$ cat src/rtl/key_event_injector_queue_assert.svh
// Assertion macros for the key event injector queue.
// Each macro checks one clocked implication and is disabled while in reset.
`ifndef KEY_EVENT_INJECTOR_QUEUE_ASSERT_SVH
`define KEY_EVENT_INJECTOR_QUEUE_ASSERT_SVH

`ifndef SYNTHESIS

// Same-cycle implication.
`define KEIQ_ASSERT_IMP(lbl, ante, cons) \
    lbl: assert property (@(posedge i_clk) disable iff (!i_rst_n) (ante) |-> (cons)) \
        else $error("key event injector queue check failed");

// Next-cycle implication.
`define KEIQ_ASSERT_NXT(lbl, ante, cons) \
    lbl: assert property (@(posedge i_clk) disable iff (!i_rst_n) (ante) |=> (cons)) \
        else $error("key event injector queue check failed");

`else

`define KEIQ_ASSERT_IMP(lbl, ante, cons)
`define KEIQ_ASSERT_NXT(lbl, ante, cons)

`endif

`endif

$ cat src/rtl/kei_pkg.sv
`default_nettype none

package kei_pkg;

    // Field widths of queue entries.
    localparam int KEY_W      = 8;
    localparam int DLY_W      = 4;
    localparam int PEND_W     = KEY_W + 1;
    localparam int DEFR_W     = KEY_W + DLY_W;
    localparam int RESULT_CAP = 16;
    localparam int CNT_W      = 5;

    // Configuration register indexes.
    localparam logic [1:0] REG_ACTIVATE = 2'd0;
    localparam logic [1:0] REG_SNEAK    = 2'd1;
    localparam logic [1:0] REG_SPRINT   = 2'd2;
    localparam logic [1:0] REG_JUMP     = 2'd3;

    // Scancodes that may take a delayed release.
    localparam logic [KEY_W-1:0] KEY_ACTIVATE = 8'h12;
    localparam logic [KEY_W-1:0] KEY_SNEAK    = 8'h1D;
    localparam logic [KEY_W-1:0] KEY_SPRINT   = 8'h38;
    localparam logic [KEY_W-1:0] KEY_JUMP     = 8'h39;

    typedef enum logic [2:0] {
        F_PRESS   = 3'd0,
        F_RELEASE = 3'd1,
        F_PULSE   = 3'd2,
        F_RESET   = 3'd3,
        F_POLL    = 3'd4,
        F_QUERY   = 3'd5
    } t_func;

    typedef logic [3:0][DLY_W-1:0] t_delays;

    // Commands from the controller to the datapath.
    typedef struct packed {
        logic clr_step;
        logic capture;
        logic do_press;
        logic do_release;
        logic do_pulse;
        logic rst_start;
        logic rst_step;
        logic pop_start;
        logic pop_rd;
        logic pop_wr;
        logic age_start;
        logic age_rd;
        logic age_wr;
        logic age_done;
        logic query_ld;
    } t_cmd;

    // Status from the datapath to the controller.
    typedef struct packed {
        logic pop_go;
        logic age_go;
        logic scan_last;
        logic out_free;
    } t_sts;

    // Release delay of a key: nonzero only for the four special scancodes.
    function automatic logic [DLY_W-1:0] release_delay(input logic [KEY_W-1:0] key,
                                                       input t_delays dl);
        logic [DLY_W-1:0] d;
        d = '0;
        if (key == KEY_ACTIVATE) d = dl[REG_ACTIVATE];
        if (key == KEY_SNEAK)    d = dl[REG_SNEAK];
        if (key == KEY_SPRINT)   d = dl[REG_SPRINT];
        if (key == KEY_JUMP)     d = dl[REG_JUMP];
        return d;
    endfunction

endpackage

`default_nettype wire

$ cat src/rtl/kei_ram.sv
`default_nettype none

module kei_ram #(
    parameter int WIDTH = 8,
    parameter int DEPTH = 16
) (
    input  wire logic                     i_clk,
    input  wire logic                     i_we,
    input  wire logic [$clog2(DEPTH)-1:0] i_waddr,
    input  wire logic [WIDTH-1:0]         i_wdata,
    input  wire logic                     i_re,
    input  wire logic [$clog2(DEPTH)-1:0] i_raddr,
    output logic      [WIDTH-1:0]         o_rdata
);

    logic [WIDTH-1:0] r_mem [DEPTH];
    logic [WIDTH-1:0] r_rdata;

    // One write port and one registered read port.
    always_ff @(posedge i_clk) begin
        if (i_we) begin
            r_mem[i_waddr] <= i_wdata;
        end
        if (i_re) begin
            r_rdata <= r_mem[i_raddr];
        end
    end

    assign o_rdata = r_rdata;

endmodule

`default_nettype wire

$ cat src/rtl/kei_ctrl.sv
`default_nettype none

module kei_ctrl (
    input  wire logic          i_clk,
    input  wire logic          i_rst_n,
    input  wire logic          i_in_valid,
    input  wire logic [2:0]    i_func,
    output logic               o_in_stall,
    output kei_pkg::t_cmd      o_cmd,
    input  wire kei_pkg::t_sts i_sts
);

    import kei_pkg::*;

    typedef enum logic [10:0] {
        S_CLEAR   = 11'b00000000001,
        S_IDLE    = 11'b00000000010,
        S_PRESS   = 11'b00000000100,
        S_RELEASE = 11'b00000001000,
        S_PULSE   = 11'b00000010000,
        S_SCAN    = 11'b00000100000,
        S_POP_CHK = 11'b00001000000,
        S_POP_WR  = 11'b00010000000,
        S_AGE_CHK = 11'b00100000000,
        S_AGE_WR  = 11'b01000000000,
        S_QUERY   = 11'b10000000000
    } t_state;

    t_state r_state, n_state;

    // State register; the latch memory is cleared first after reset.
    always_ff @(posedge i_clk) begin
        if (!i_rst_n) begin
            r_state <= S_CLEAR;
        end else begin
            r_state <= n_state;
        end
    end

    // Sequencing of commands.
    always_comb begin
        n_state    = r_state;
        o_cmd      = '0;
        o_in_stall = 1'b1;
        unique case (r_state)
            S_CLEAR: begin
                o_cmd.clr_step = 1'b1;
                if (i_sts.scan_last) begin
                    n_state = S_IDLE;
                end
            end
            S_IDLE: begin
                o_in_stall = 1'b0;
                if (i_in_valid) begin
                    o_cmd.capture = 1'b1;
                    unique case (i_func)
                        F_PRESS:   n_state = S_PRESS;
                        F_RELEASE: n_state = S_RELEASE;
                        F_PULSE:   n_state = S_PULSE;
                        F_RESET: begin
                            o_cmd.rst_start = 1'b1;
                            n_state = S_SCAN;
                        end
                        F_POLL: begin
                            o_cmd.pop_start = 1'b1;
                            n_state = S_POP_CHK;
                        end
                        F_QUERY:   n_state = S_QUERY;
                        default:   n_state = S_IDLE;
                    endcase
                end
            end
            S_PRESS: begin
                o_cmd.do_press = 1'b1;
                n_state = S_IDLE;
            end
            S_RELEASE: begin
                o_cmd.do_release = 1'b1;
                n_state = S_IDLE;
            end
            S_PULSE: begin
                o_cmd.do_pulse = 1'b1;
                n_state = S_IDLE;
            end
            S_SCAN: begin
                o_cmd.rst_step = 1'b1;
                if (i_sts.scan_last) begin
                    n_state = S_IDLE;
                end
            end
            S_POP_CHK: begin
                if (i_sts.pop_go) begin
                    o_cmd.pop_rd = 1'b1;
                    n_state = S_POP_WR;
                end else begin
                    o_cmd.age_start = 1'b1;
                    n_state = S_AGE_CHK;
                end
            end
            S_POP_WR: begin
                if (i_sts.out_free) begin
                    o_cmd.pop_wr = 1'b1;
                    n_state = S_POP_CHK;
                end
            end
            S_AGE_CHK: begin
                if (i_sts.age_go) begin
                    o_cmd.age_rd = 1'b1;
                    n_state = S_AGE_WR;
                end else begin
                    o_cmd.age_done = 1'b1;
                    n_state = S_IDLE;
                end
            end
            S_AGE_WR: begin
                o_cmd.age_wr = 1'b1;
                n_state = S_AGE_CHK;
            end
            S_QUERY: begin
                if (i_sts.out_free) begin
                    o_cmd.query_ld = 1'b1;
                    n_state = S_IDLE;
                end
            end
            default: n_state = S_IDLE;
        endcase
    end

endmodule

`default_nettype wire

$ cat src/rtl/kei_dp.sv
`default_nettype none

module kei_dp #(
    parameter int PENDING_DEPTH  = 16,
    parameter int DEFERRED_DEPTH = 16,
    parameter int KEY_COUNT      = 256
) (
    input  wire logic                        i_clk,
    input  wire logic                        i_rst_n,
    input  wire kei_pkg::t_cmd               i_cmd,
    output kei_pkg::t_sts                    o_sts,
    input  wire logic [kei_pkg::KEY_W-1:0]   i_key_code,
    input  wire logic [6:0]                  i_room,
    input  wire kei_pkg::t_delays            i_delays,
    input  wire logic                        i_out_stall,
    output logic                             o_out_valid,
    output logic      [kei_pkg::KEY_W-1:0]   o_event_key,
    output logic                             o_event_pressed,
    output logic                             o_last,
    output logic                             o_key_down
);

    import kei_pkg::*;

    localparam int PW = $clog2(PENDING_DEPTH);
    localparam int DW = $clog2(DEFERRED_DEPTH);
    localparam int KW = $clog2(KEY_COUNT);

    // Control state.
    logic [PW-1:0]        r_p_head, n_p_head;
    logic [PW:0]          r_p_cnt,  n_p_cnt;
    logic [DW-1:0]        r_d_head, n_d_head;
    logic [DW:0]          r_d_cnt,  n_d_cnt;
    logic [DW:0]          r_rd,     n_rd;
    logic [DW:0]          r_wr,     n_wr;
    logic [CNT_W-1:0]     r_n,      n_n;
    logic [KW-1:0]        r_scan,   n_scan;
    logic                 r_out_valid, n_out_valid;
    logic                 scan_end;

    // Payload registers.
    logic [KEY_W-1:0]     r_key,    n_key;
    logic [6:0]           r_room,   n_room;
    logic [KEY_W-1:0]     r_ev_key, n_ev_key;
    logic                 r_ev_pressed, n_ev_pressed;
    logic                 r_last,   n_last;
    logic                 r_key_down, n_key_down;

    // Memory ports.
    logic              p_we, p_re, d_we, d_re, l_we, l_re;
    logic [PW-1:0]     p_waddr, p_raddr;
    logic [DW-1:0]     d_waddr, d_raddr;
    logic [KW-1:0]     l_waddr, l_raddr;
    logic [PEND_W-1:0] p_wdata, p_rdata;
    logic [DEFR_W-1:0] d_wdata, d_rdata;
    logic              l_wdata, l_rdata;

    // Circular address helpers.
    function automatic logic [PW-1:0] p_add(input logic [PW-1:0] a, input logic [PW-1:0] b);
        logic [PW:0] s;
        s = {1'b0, a} + {1'b0, b};
        if (s >= (PW+1)'(PENDING_DEPTH)) s = s - (PW+1)'(PENDING_DEPTH);
        return s[PW-1:0];
    endfunction

    function automatic logic [DW-1:0] d_add(input logic [DW-1:0] a, input logic [DW-1:0] b);
        logic [DW:0] s;
        s = {1'b0, a} + {1'b0, b};
        if (s >= (DW+1)'(DEFERRED_DEPTH)) s = s - (DW+1)'(DEFERRED_DEPTH);
        return s[DW-1:0];
    endfunction

    kei_ram #(.WIDTH(PEND_W), .DEPTH(PENDING_DEPTH)) u_pend (
        .i_clk  (i_clk),
        .i_we   (p_we),
        .i_waddr(p_waddr),
        .i_wdata(p_wdata),
        .i_re   (p_re),
        .i_raddr(p_raddr),
        .o_rdata(p_rdata)
    );

    kei_ram #(.WIDTH(DEFR_W), .DEPTH(DEFERRED_DEPTH)) u_defr (
        .i_clk  (i_clk),
        .i_we   (d_we),
        .i_waddr(d_waddr),
        .i_wdata(d_wdata),
        .i_re   (d_re),
        .i_raddr(d_raddr),
        .o_rdata(d_rdata)
    );

    // One latch bit per key, read one key at a time.
    kei_ram #(.WIDTH(1), .DEPTH(KEY_COUNT)) u_latch (
        .i_clk  (i_clk),
        .i_we   (l_we),
        .i_waddr(l_waddr),
        .i_wdata(l_wdata),
        .i_re   (l_re),
        .i_raddr(l_raddr),
        .o_rdata(l_rdata)
    );

    assign scan_end = (r_scan == KW'(KEY_COUNT - 1));

    // Status toward the controller.
    always_comb begin
        o_sts.pop_go    = (r_p_cnt != '0) && ({2'b0, r_n} < r_room)
                          && (r_n < CNT_W'(RESULT_CAP));
        o_sts.age_go    = (r_rd < r_d_cnt);
        o_sts.scan_last = scan_end;
        o_sts.out_free  = !r_out_valid || !i_out_stall;
    end

    // Next-state logic of lists, latches and the output word.
    always_comb begin
        logic              key_ok, key_lat, push_p, push_d, p_full, d_full;
        logic [KW-1:0]     key_idx;
        logic [PEND_W-1:0] push_p_data;
        logic [DEFR_W-1:0] push_d_data;
        logic [DLY_W-1:0]  dly, age_d;

        n_p_head = r_p_head;  n_p_cnt = r_p_cnt;
        n_d_head = r_d_head;  n_d_cnt = r_d_cnt;
        n_rd = r_rd;  n_wr = r_wr;  n_n = r_n;  n_scan = r_scan;
        n_key = r_key;  n_room = r_room;
        n_ev_key = r_ev_key;  n_ev_pressed = r_ev_pressed;
        n_last = r_last;  n_key_down = r_key_down;
        n_out_valid = r_out_valid && i_out_stall;

        // The captured key and its latch bit, read in the capture cycle.
        key_ok  = ({1'b0, r_key} < 9'(KEY_COUNT));
        key_idx = r_key[KW-1:0];
        key_lat = key_ok && l_rdata;
        dly     = release_delay(r_key, i_delays);
        age_d   = d_rdata[DEFR_W-1:KEY_W];

        push_p = 1'b0;  push_p_data = '0;
        push_d = 1'b0;  push_d_data = '0;
        p_we = 1'b0;  p_waddr = '0;  p_wdata = '0;
        d_we = 1'b0;  d_waddr = '0;  d_wdata = '0;
        l_we = 1'b0;  l_waddr = '0;  l_wdata = 1'b0;
        p_re = 1'b0;  p_raddr = r_p_head;
        d_re = 1'b0;  d_raddr = d_add(r_d_head, r_rd[DW-1:0]);
        l_re = 1'b0;  l_raddr = i_key_code[KW-1:0];

        if (i_cmd.capture) begin
            n_key  = i_key_code;
            n_room = i_room;
            l_re   = 1'b1;
        end

        // Clearing pass over the latches after reset.
        if (i_cmd.clr_step) begin
            l_we    = 1'b1;
            l_waddr = r_scan;
            l_wdata = 1'b0;
            n_scan  = r_scan + 1'b1;
        end

        // Press, release and pulse finish the cycle after they are taken.
        if (i_cmd.do_press && key_ok && !key_lat) begin
            push_p = 1'b1;  push_p_data = {1'b1, r_key};
            l_we = 1'b1;  l_waddr = key_idx;  l_wdata = 1'b1;
        end
        if (i_cmd.do_release && key_lat) begin
            if (dly != '0) begin
                push_d = 1'b1;  push_d_data = {dly, r_key};
            end else begin
                push_p = 1'b1;  push_p_data = {1'b0, r_key};
                l_we = 1'b1;  l_waddr = key_idx;  l_wdata = 1'b0;
            end
        end
        if (i_cmd.do_pulse && key_ok) begin
            push_p = 1'b1;  push_p_data = {1'b1, r_key};
            push_d = 1'b1;  push_d_data = {dly, r_key};
            l_we = 1'b1;  l_waddr = key_idx;  l_wdata = 1'b1;
        end

        // Reset sweep: empty both lists, then release every latched key.
        // The latch of the next key is read while the current one is handled.
        if (i_cmd.rst_start) begin
            n_p_cnt = '0;  n_d_cnt = '0;  n_scan = '0;
            l_raddr = '0;
        end
        if (i_cmd.rst_step) begin
            if (l_rdata) begin
                push_p = 1'b1;  push_p_data = {1'b0, KEY_W'(r_scan)};
                l_we = 1'b1;  l_waddr = r_scan;  l_wdata = 1'b0;
            end
            l_re    = 1'b1;
            l_raddr = scan_end ? '0 : r_scan + 1'b1;
            n_scan  = r_scan + 1'b1;
        end

        // Poll: pop one event per pass.
        if (i_cmd.pop_start) n_n = '0;
        if (i_cmd.pop_rd)    p_re = 1'b1;
        if (i_cmd.pop_wr) begin
            n_out_valid  = 1'b1;
            n_ev_key     = p_rdata[KEY_W-1:0];
            n_ev_pressed = p_rdata[KEY_W];
            n_key_down   = 1'b0;
            n_last       = ({2'b0, r_n} + 7'd1 == r_room)
                           || (r_n + 1'b1 == CNT_W'(RESULT_CAP))
                           || (r_p_cnt == (PW+1)'(1));
            if (!p_rdata[KEY_W]) begin
                l_we = 1'b1;  l_waddr = p_rdata[KW-1:0];  l_wdata = 1'b0;
            end
            n_p_head = (r_p_head == PW'(PENDING_DEPTH - 1)) ? '0 : r_p_head + 1'b1;
            n_p_cnt  = r_p_cnt - 1'b1;
            n_n      = r_n + 1'b1;
        end

        // Aging: walk the deferred list and compact it in place.
        if (i_cmd.age_start) begin
            n_rd = '0;  n_wr = '0;
        end
        if (i_cmd.age_rd) d_re = 1'b1;
        if (i_cmd.age_wr) begin
            n_rd = r_rd + 1'b1;
            if (age_d != '0) begin
                d_we = 1'b1;
                d_waddr = d_add(r_d_head, r_wr[DW-1:0]);
                d_wdata = {age_d - 1'b1, d_rdata[KEY_W-1:0]};
                n_wr = r_wr + 1'b1;
            end else if (r_p_cnt != (PW+1)'(PENDING_DEPTH)) begin
                push_p = 1'b1;  push_p_data = {1'b0, d_rdata[KEY_W-1:0]};
            end else begin
                d_we = 1'b1;
                d_waddr = d_add(r_d_head, r_wr[DW-1:0]);
                d_wdata = d_rdata;
                n_wr = r_wr + 1'b1;
            end
        end
        if (i_cmd.age_done) n_d_cnt = r_wr;

        // Query answer from the latch bit read at capture.
        if (i_cmd.query_ld) begin
            n_out_valid  = 1'b1;
            n_ev_key     = r_key;
            n_ev_pressed = 1'b0;
            n_last       = 1'b1;
            n_key_down   = key_ok && l_rdata;
        end

        // Pending push; a full queue drops its oldest word.
        p_full = (r_p_cnt == (PW+1)'(PENDING_DEPTH));
        if (push_p) begin
            p_we    = 1'b1;
            p_wdata = push_p_data;
            if (p_full) begin
                p_waddr  = r_p_head;
                n_p_head = (r_p_head == PW'(PENDING_DEPTH - 1)) ? '0 : r_p_head + 1'b1;
            end else begin
                p_waddr = p_add(r_p_head, r_p_cnt[PW-1:0]);
                n_p_cnt = r_p_cnt + 1'b1;
            end
        end

        // Deferred push; a full list drops its oldest word.
        d_full = (r_d_cnt == (DW+1)'(DEFERRED_DEPTH));
        if (push_d) begin
            d_we    = 1'b1;
            d_wdata = push_d_data;
            if (d_full) begin
                d_waddr  = r_d_head;
                n_d_head = (r_d_head == DW'(DEFERRED_DEPTH - 1)) ? '0 : r_d_head + 1'b1;
            end else begin
                d_waddr = d_add(r_d_head, r_d_cnt[DW-1:0]);
                n_d_cnt = r_d_cnt + 1'b1;
            end
        end
    end

    // Control registers.
    always_ff @(posedge i_clk) begin
        if (!i_rst_n) begin
            r_p_head <= '0;  r_p_cnt <= '0;
            r_d_head <= '0;  r_d_cnt <= '0;
            r_rd <= '0;  r_wr <= '0;  r_n <= '0;  r_scan <= '0;
            r_out_valid <= 1'b0;
        end else begin
            r_p_head <= n_p_head;  r_p_cnt <= n_p_cnt;
            r_d_head <= n_d_head;  r_d_cnt <= n_d_cnt;
            r_rd <= n_rd;  r_wr <= n_wr;  r_n <= n_n;  r_scan <= n_scan;
            r_out_valid <= n_out_valid;
        end
    end

    // Payload registers.
    always_ff @(posedge i_clk) begin
        r_key <= n_key;  r_room <= n_room;
        r_ev_key <= n_ev_key;  r_ev_pressed <= n_ev_pressed;
        r_last <= n_last;  r_key_down <= n_key_down;
    end

    assign o_out_valid     = r_out_valid;
    assign o_event_key     = r_ev_key;
    assign o_event_pressed = r_ev_pressed;
    assign o_last          = r_last;
    assign o_key_down      = r_key_down;

endmodule

`default_nettype wire

$ cat src/rtl/key_event_injector_queue.sv
`default_nettype none

// Key event injector queue. After reset the key latch memory is cleared, one key
// per cycle, so no word is taken until the clearing is done. Press, release and
// pulse words each first read the key's latch and then update it and the lists.
// A query reads the key's latch and then loads its answer once the output stall
// allows. A reset word sweeps every key latch, one key per cycle. A poll delivers
// each event with one read of the pending memory and one load of the output
// register, which waits on the output stall, and then ages the deferred list one
// entry at a time, reading each entry and then writing it back or moving it to the
// pending list. One word is worked on at a time, and the next is taken once the
// last one's work is done.
module key_event_injector_queue #(
    parameter int PENDING_DEPTH  = 16,
    parameter int DEFERRED_DEPTH = 16,
    parameter int KEY_COUNT      = 256
) (
    input  wire logic        i_clk,
    input  wire logic        i_rst_n,
    // Input word channel.
    input  wire logic        i_in_valid,
    output logic             o_in_stall,
    input  wire logic [2:0]  i_func,
    input  wire logic [7:0]  i_key_code,
    input  wire logic [6:0]  i_room,
    // Result word channel.
    output logic             o_out_valid,
    input  wire logic        i_out_stall,
    output logic      [7:0]  o_event_key,
    output logic             o_event_pressed,
    output logic             o_last,
    output logic             o_key_down,
    // Configuration port.
    input  wire logic        psel,
    input  wire logic        penable,
    input  wire logic        pwrite,
    input  wire logic [3:0]  paddr,
    input  wire logic [31:0] pwdata,
    output logic      [31:0] prdata,
    output logic             pready
);

    import kei_pkg::*;

    localparam logic [DLY_W-1:0] RST_ACTIVATE = 4'd2;
    localparam logic [DLY_W-1:0] RST_SNEAK    = 4'd1;
    localparam logic [DLY_W-1:0] RST_SPRINT   = 4'd4;
    localparam logic [DLY_W-1:0] RST_JUMP     = 4'd1;

    t_delays r_delays;
    t_cmd    cmd;
    t_sts    sts;
    logic    cfg_wr;

    // Delay registers behind the configuration port.
    assign pready = 1'b1;
    assign cfg_wr = psel && penable && pwrite;

    always_ff @(posedge i_clk) begin
        if (!i_rst_n) begin
            r_delays[REG_ACTIVATE] <= RST_ACTIVATE;
            r_delays[REG_SNEAK]    <= RST_SNEAK;
            r_delays[REG_SPRINT]   <= RST_SPRINT;
            r_delays[REG_JUMP]     <= RST_JUMP;
        end else if (cfg_wr) begin
            r_delays[paddr[3:2]] <= pwdata[DLY_W-1:0];
        end
    end

    assign prdata = {28'd0, r_delays[paddr[3:2]]};

    kei_ctrl u_ctrl (
        .i_clk     (i_clk),
        .i_rst_n   (i_rst_n),
        .i_in_valid(i_in_valid),
        .i_func    (i_func),
        .o_in_stall(o_in_stall),
        .o_cmd     (cmd),
        .i_sts     (sts)
    );

    kei_dp #(
        .PENDING_DEPTH (PENDING_DEPTH),
        .DEFERRED_DEPTH(DEFERRED_DEPTH),
        .KEY_COUNT     (KEY_COUNT)
    ) u_dp (
        .i_clk          (i_clk),
        .i_rst_n        (i_rst_n),
        .i_cmd          (cmd),
        .o_sts          (sts),
        .i_key_code     (i_key_code),
        .i_room         (i_room),
        .i_delays       (r_delays),
        .i_out_stall    (i_out_stall),
        .o_out_valid    (o_out_valid),
        .o_event_key    (o_event_key),
        .o_event_pressed(o_event_pressed),
        .o_last         (o_last),
        .o_key_down     (o_key_down)
    );

`include "key_event_injector_queue_assert.svh"

    // A poll still owes words while a non-final word waits, so no input is taken.
    `KEIQ_ASSERT_IMP(a_mid_poll_stalls, o_out_valid && !o_last, o_in_stall)
    // Only a query answers with a latched key, and it is a final release-coded word.
    `KEIQ_ASSERT_IMP(a_query_shape, o_out_valid && o_key_down, o_last && !o_event_pressed)
    // After it is taken, a press updates the latch in S_PRESS, so the input waits.
    `KEIQ_ASSERT_NXT(a_press_busy,
        i_in_valid && !o_in_stall && (i_func == F_PRESS), o_in_stall)
    // A reset word starts the latch sweep, which blocks the input.
    `KEIQ_ASSERT_NXT(a_reset_sweeps,
        i_in_valid && !o_in_stall && (i_func == F_RESET), o_in_stall)

endmodule

`default_nettype wire

$ cat config.mk
export PLATFORM = sky130hd
export DESIGN_NAME = key_event_injector_queue
export DESIGN_NICKNAME = d
export VERILOG_FILES = /design/src/rtl/kei_pkg.sv /design/src/rtl/kei_ram.sv /design/src/rtl/kei_ctrl.sv /design/src/rtl/kei_dp.sv /design/src/rtl/key_event_injector_queue.sv
export VERILOG_INCLUDE_DIRS = /design/src /design/src/rtl
export SDC_FILE = /design/constraint.sdc
export NUM_CORES = 1
export LEC_CHECK = 0
export ABC_AREA = 1
export BUFFER_PORTS_ARGS = -buffer_cell sky130_fd_sc_hd__buf_2
export CORE_MARGIN = 5
export CORE_UTILIZATION = 35
export CTS_CLUSTER_SIZE = 40
export DETAILED_ROUTE_END_ITERATION = 8
export SLEW_MARGIN = 20
export SYNTH_ARGS = -nofsm -noshare
export SYNTH_HDL_FRONTEND = slang
export SYNTH_SLANG_ARGS = --single-unit
$ cat constraint.sdc
create_clock -name i_clk -period 7 [get_ports i_clk]
set_clock_uncertainty 0.1 [all_clocks]
set_input_delay 0.35 -clock i_clk [delete_from_list [all_inputs] [get_ports i_clk]]
set_output_delay 0.35 -clock i_clk [all_outputs]
set_load 0.01 [all_outputs]
==> impl_results.md <==
- Sequential fraction of the synthesis area: 61.9%
- Post-route setup TNS: 0 ns
- Post-synth EDFFs: 638
- Top cell type's share of synthesized area: 57.6%
- Max-slew violations: 0
- Grt ovf: 0
- Via density: 5.09
- Clock H-tree levels: 3
- Setup bufs post-CTS: 0
- Status: finished, final reports clean
- Ys flop type: edfxtp_1
- Pin count of the biggest net entering global routing: 97
- R2r startpoint: u_ctrl.r_state[10]$_SDFFE_PN0P_
- IO Pins: 107
- Critical Path RT: 7.14 ns
- Max IR drop VDD: 0.185 mV
- Tmin final: 4.78 ns
- Period utilization: 68.3%
- Met1 Use GR: 22.8%
- CTS buffer count: 76
- Global route hottest layer: met2
- Floorplan die height: 318 um
- CTS clk-pin slew, worst paths: 0.06 ns
- Post-synthesis instance total: 3230
- Cell Pwr Density: 263 nW/um^2
- Crit path DAT: 4.92 ns
- DRC: 0
- Fmax: 209 MHz
- CP Class: flip-flop to flip-flop
- Synth warn: 0
- RePlAce Congestion: 0.862
- First-pass GRT wire length: 131 mm
- Initial Utilization: 35.1%
- Count of cell types in the netlist: 55
- Met3 Usage GRT: 2.97%
- HPWL Detailed: 50.6 mm
- Mapped cell area: 33200 um^2
- Die Area: 101000 um^2
- Final Util: 39.3%
- Share of cells above drive strength 1: 11.0%
- Max Cap Viol: 0
- Core area: 94600 um^2
- Sinks on Clock Net: 709
- Synth area leaders: edfxtp_1 (58%), nor2_1 (6.0%), nand2_1 (5.5%)
- Final net count: 3358
- Final ANT Viol Nets: 0
- DRT iter0 DRCs: 2241
- Synth async-reset ratio: 0%
- Total Routing Usage GR: 16.3%
- Combinational share of power: 12.8%
- Die Width: 318 um
- Root buf cell: clkbuf_16
- Initial antenna violation count: 7
- Slew Limit Headroom: 24.5%
- Final hold violation count: 0
- Worst Setup SP: u_ctrl.r_state[10]$_SDFFE_PN0P_
- Hold Crit Class: input port to flip-flop
- Worst setup SP type: flip-flop
- Leak: 14.3 nW
- Grt met2 use: 26.4%
- Resize count post-CTS: 0
- Crit-path max FO: 17
- Port Buffers: 47
- Total number of vias: 23363
- Yosys top cell by area: edfxtp_1
- Worst Tran Pin Value: 1.13 ns
- Switching power: 2.66 mW
- Area Overhead vs Synth: 11.8%
- Switching part of the total: 27.1%
- RSZ-0062 raised after global routing: false
- CTS Hold Bufs: 24
- Routed WL: 85.3 mm
- # setup viols final: 0
- Clock power frac: 38.9%
- Vias in the first global route: 22252
- Yosys reg bits: 709
- Worst Hold Launch: paddr[2]
- Worst Setup End Kind: flip-flop
- CTS tree: yes
- Flop pwr share: 48.3%
- Drt pass-1 iters: 5
- Worst-Skew Late Latency: 0.63 ns
- Clock tree buffer depth: 3
- Fill cells: 9158
- Internal: 7.13 mW
- Wire per inst: 18.6 um
- Synth Area per Inst: 10.3 um^2
- Std cell rows: 113
[worst max-delay path, cell delays in order, from the launching register on]
cell     delay (ns)
dfxtp_1        0.37
nor3_4         0.36
inv_2          0.07
nor2_1         0.16
nand3_1        0.36
nand2_1        0.68
inv_1          0.20
nand2_4        0.22
nor2_2         0.08
nand2_2        0.16
nand2_1        0.19
inv_1          0.23
nand2_1        0.13
nand2_1        0.10
nand2_1        0.10
nor2_1         0.88
[stage by stage]
step	setup WS [ns]	hold WS [ns]	power [mW]	cell area [um^2]	cells
after global routing	1.93	0.131	10.2	37200	4585
after floorplan	2.03	0.349	5.67	33300	3257
after CTS	2.28	0.0675	9.84	37200	4585
after detailed placement	2.29	0.381	6.04	34600	4422
final	2.22	0.108	9.79	37200	4588
after global placement	2.39	0.364	6.03	34600	4422
[kinds of logic (layout without fill, tap and decap cells)]
logic type                 after synthesis  after routing  synth area share [%]
DFF                                    709            709                  61.9
adders and majority gates               38             38                  1.52
buffers and inverters                  438            501                  5.87
xor gates and xnor gates                30             30                 0.791
other                                    2             32                0.0226
muxes                                   12             12                 0.407
and+or+nand+nor                       1558           1558                  21.2
AOI/OAI and AO/OA                      443            443                  8.25
[layout make-up]
class / instances / area, um^2 / share of cell area [%]
antenna: 3 / 7.51 / 0.0202
clock buffer: 107 / 2100 / 5.66
clock inverter: 32 / 238 / 0.640
inverter: 244 / 917 / 2.47
multi-input combinational: 2110 / 10900 / 29.3
sequential: 709 / 20600 / 55.4
tap: 1265 / 1580 / 4.26
timing repair buffer: 118 / 841 / 2.26
[path summary, 6_finish.rpt]
| kind | end | slack (ns) | cells past startpoint |
|---|---|---|---|
| worst min-delay path | r_delays[12]$_SDFFE_PN1P_ | 0.11 | 5 |
| worst min register to register | u_dp.r_n[4]$_SDFFE_PN0P_ | 0.39 | 2 |
| worst max register to register | u_dp.u_pend.r_mem[4][4]$_DFFE_PP_ | 2.22 | 15 |
| worst max-delay path | u_dp.u_pend.r_mem[4][4]$_DFFE_PP_ | 2.22 | 15 |
[layer usage]
layer,share of wire [%],vias up
met2,46,666
met1,46,11331
met3,6.4,138
met5,0.012,-
li1,-,11226
met4,2.4,2
[power by group through the flow]
stage               Sequential [mW]  Clock, mW  Combinational [mW]
finish                         4.73       3.80                1.25
global route                   4.74       4.06                1.36
CTS                            4.73       3.88                1.24
detailed placement             4.82          0                1.22
global placement               4.82          0                1.21
floorplan                      4.80          0               0.872
[synthesized netlist by cell type (all sizes together), types with 23 or more instances]
cell,n
o32ai,49
nand3,334
ha,34
nand3b,39
dfxtp,71
o21ai,201
inv,241
a21oi,80
buf,86
o221ai,23
nand2,543
nor2,591
clkbuf,108
edfxtp,638
[flip-flops by register name, summed over array words and instances (netlist names), 4 cells and up]
register / cells
u_dp.u_defr.o_rdata: 12
u_dp.r_wr: 5
r_delays: 16
u_dp.u_defr.r_mem: 192
u_ctrl.r_state: 11
u_dp.r_d_cnt: 5
u_dp.p_raddr: 4
u_dp.r_scan: 8
u_dp.u_latch.r_mem: 256
u_dp.r_n: 5
u_dp.u_pend.r_mem: 144
u_dp.u_pend.o_rdata: 9
u_dp.r_p_cnt: 5
u_dp.r_d_head: 4
u_dp.o_event_key: 8
u_dp.r_room: 7
u_dp.r_rd: 5
u_dp.r_key: 8
[cell usage in the layout (no fill, tap or decap), types with 19 or more instances in the layout]
cell             n
inv_2           19
inv_1          223
o32ai_1         49
conb_1          29
edfxtp_1       638
a21oi_1         76
o211ai_1        21
nand2_2         31
buf_2           47
nor2_1         534
nand2_1        487
ha_1            33
o221ai_1        23
clkbuf_1        26
nand2_4         25
buf_4           46
nand3b_1        39
o21ai_0        195
dfxtp_1         70
xor2_1          22
nor2_2          49
clkbuf_16       79
nand3_1        329
dlygate4sd3_1   24
No activity file was read; power rests on OpenSTA's default activity.
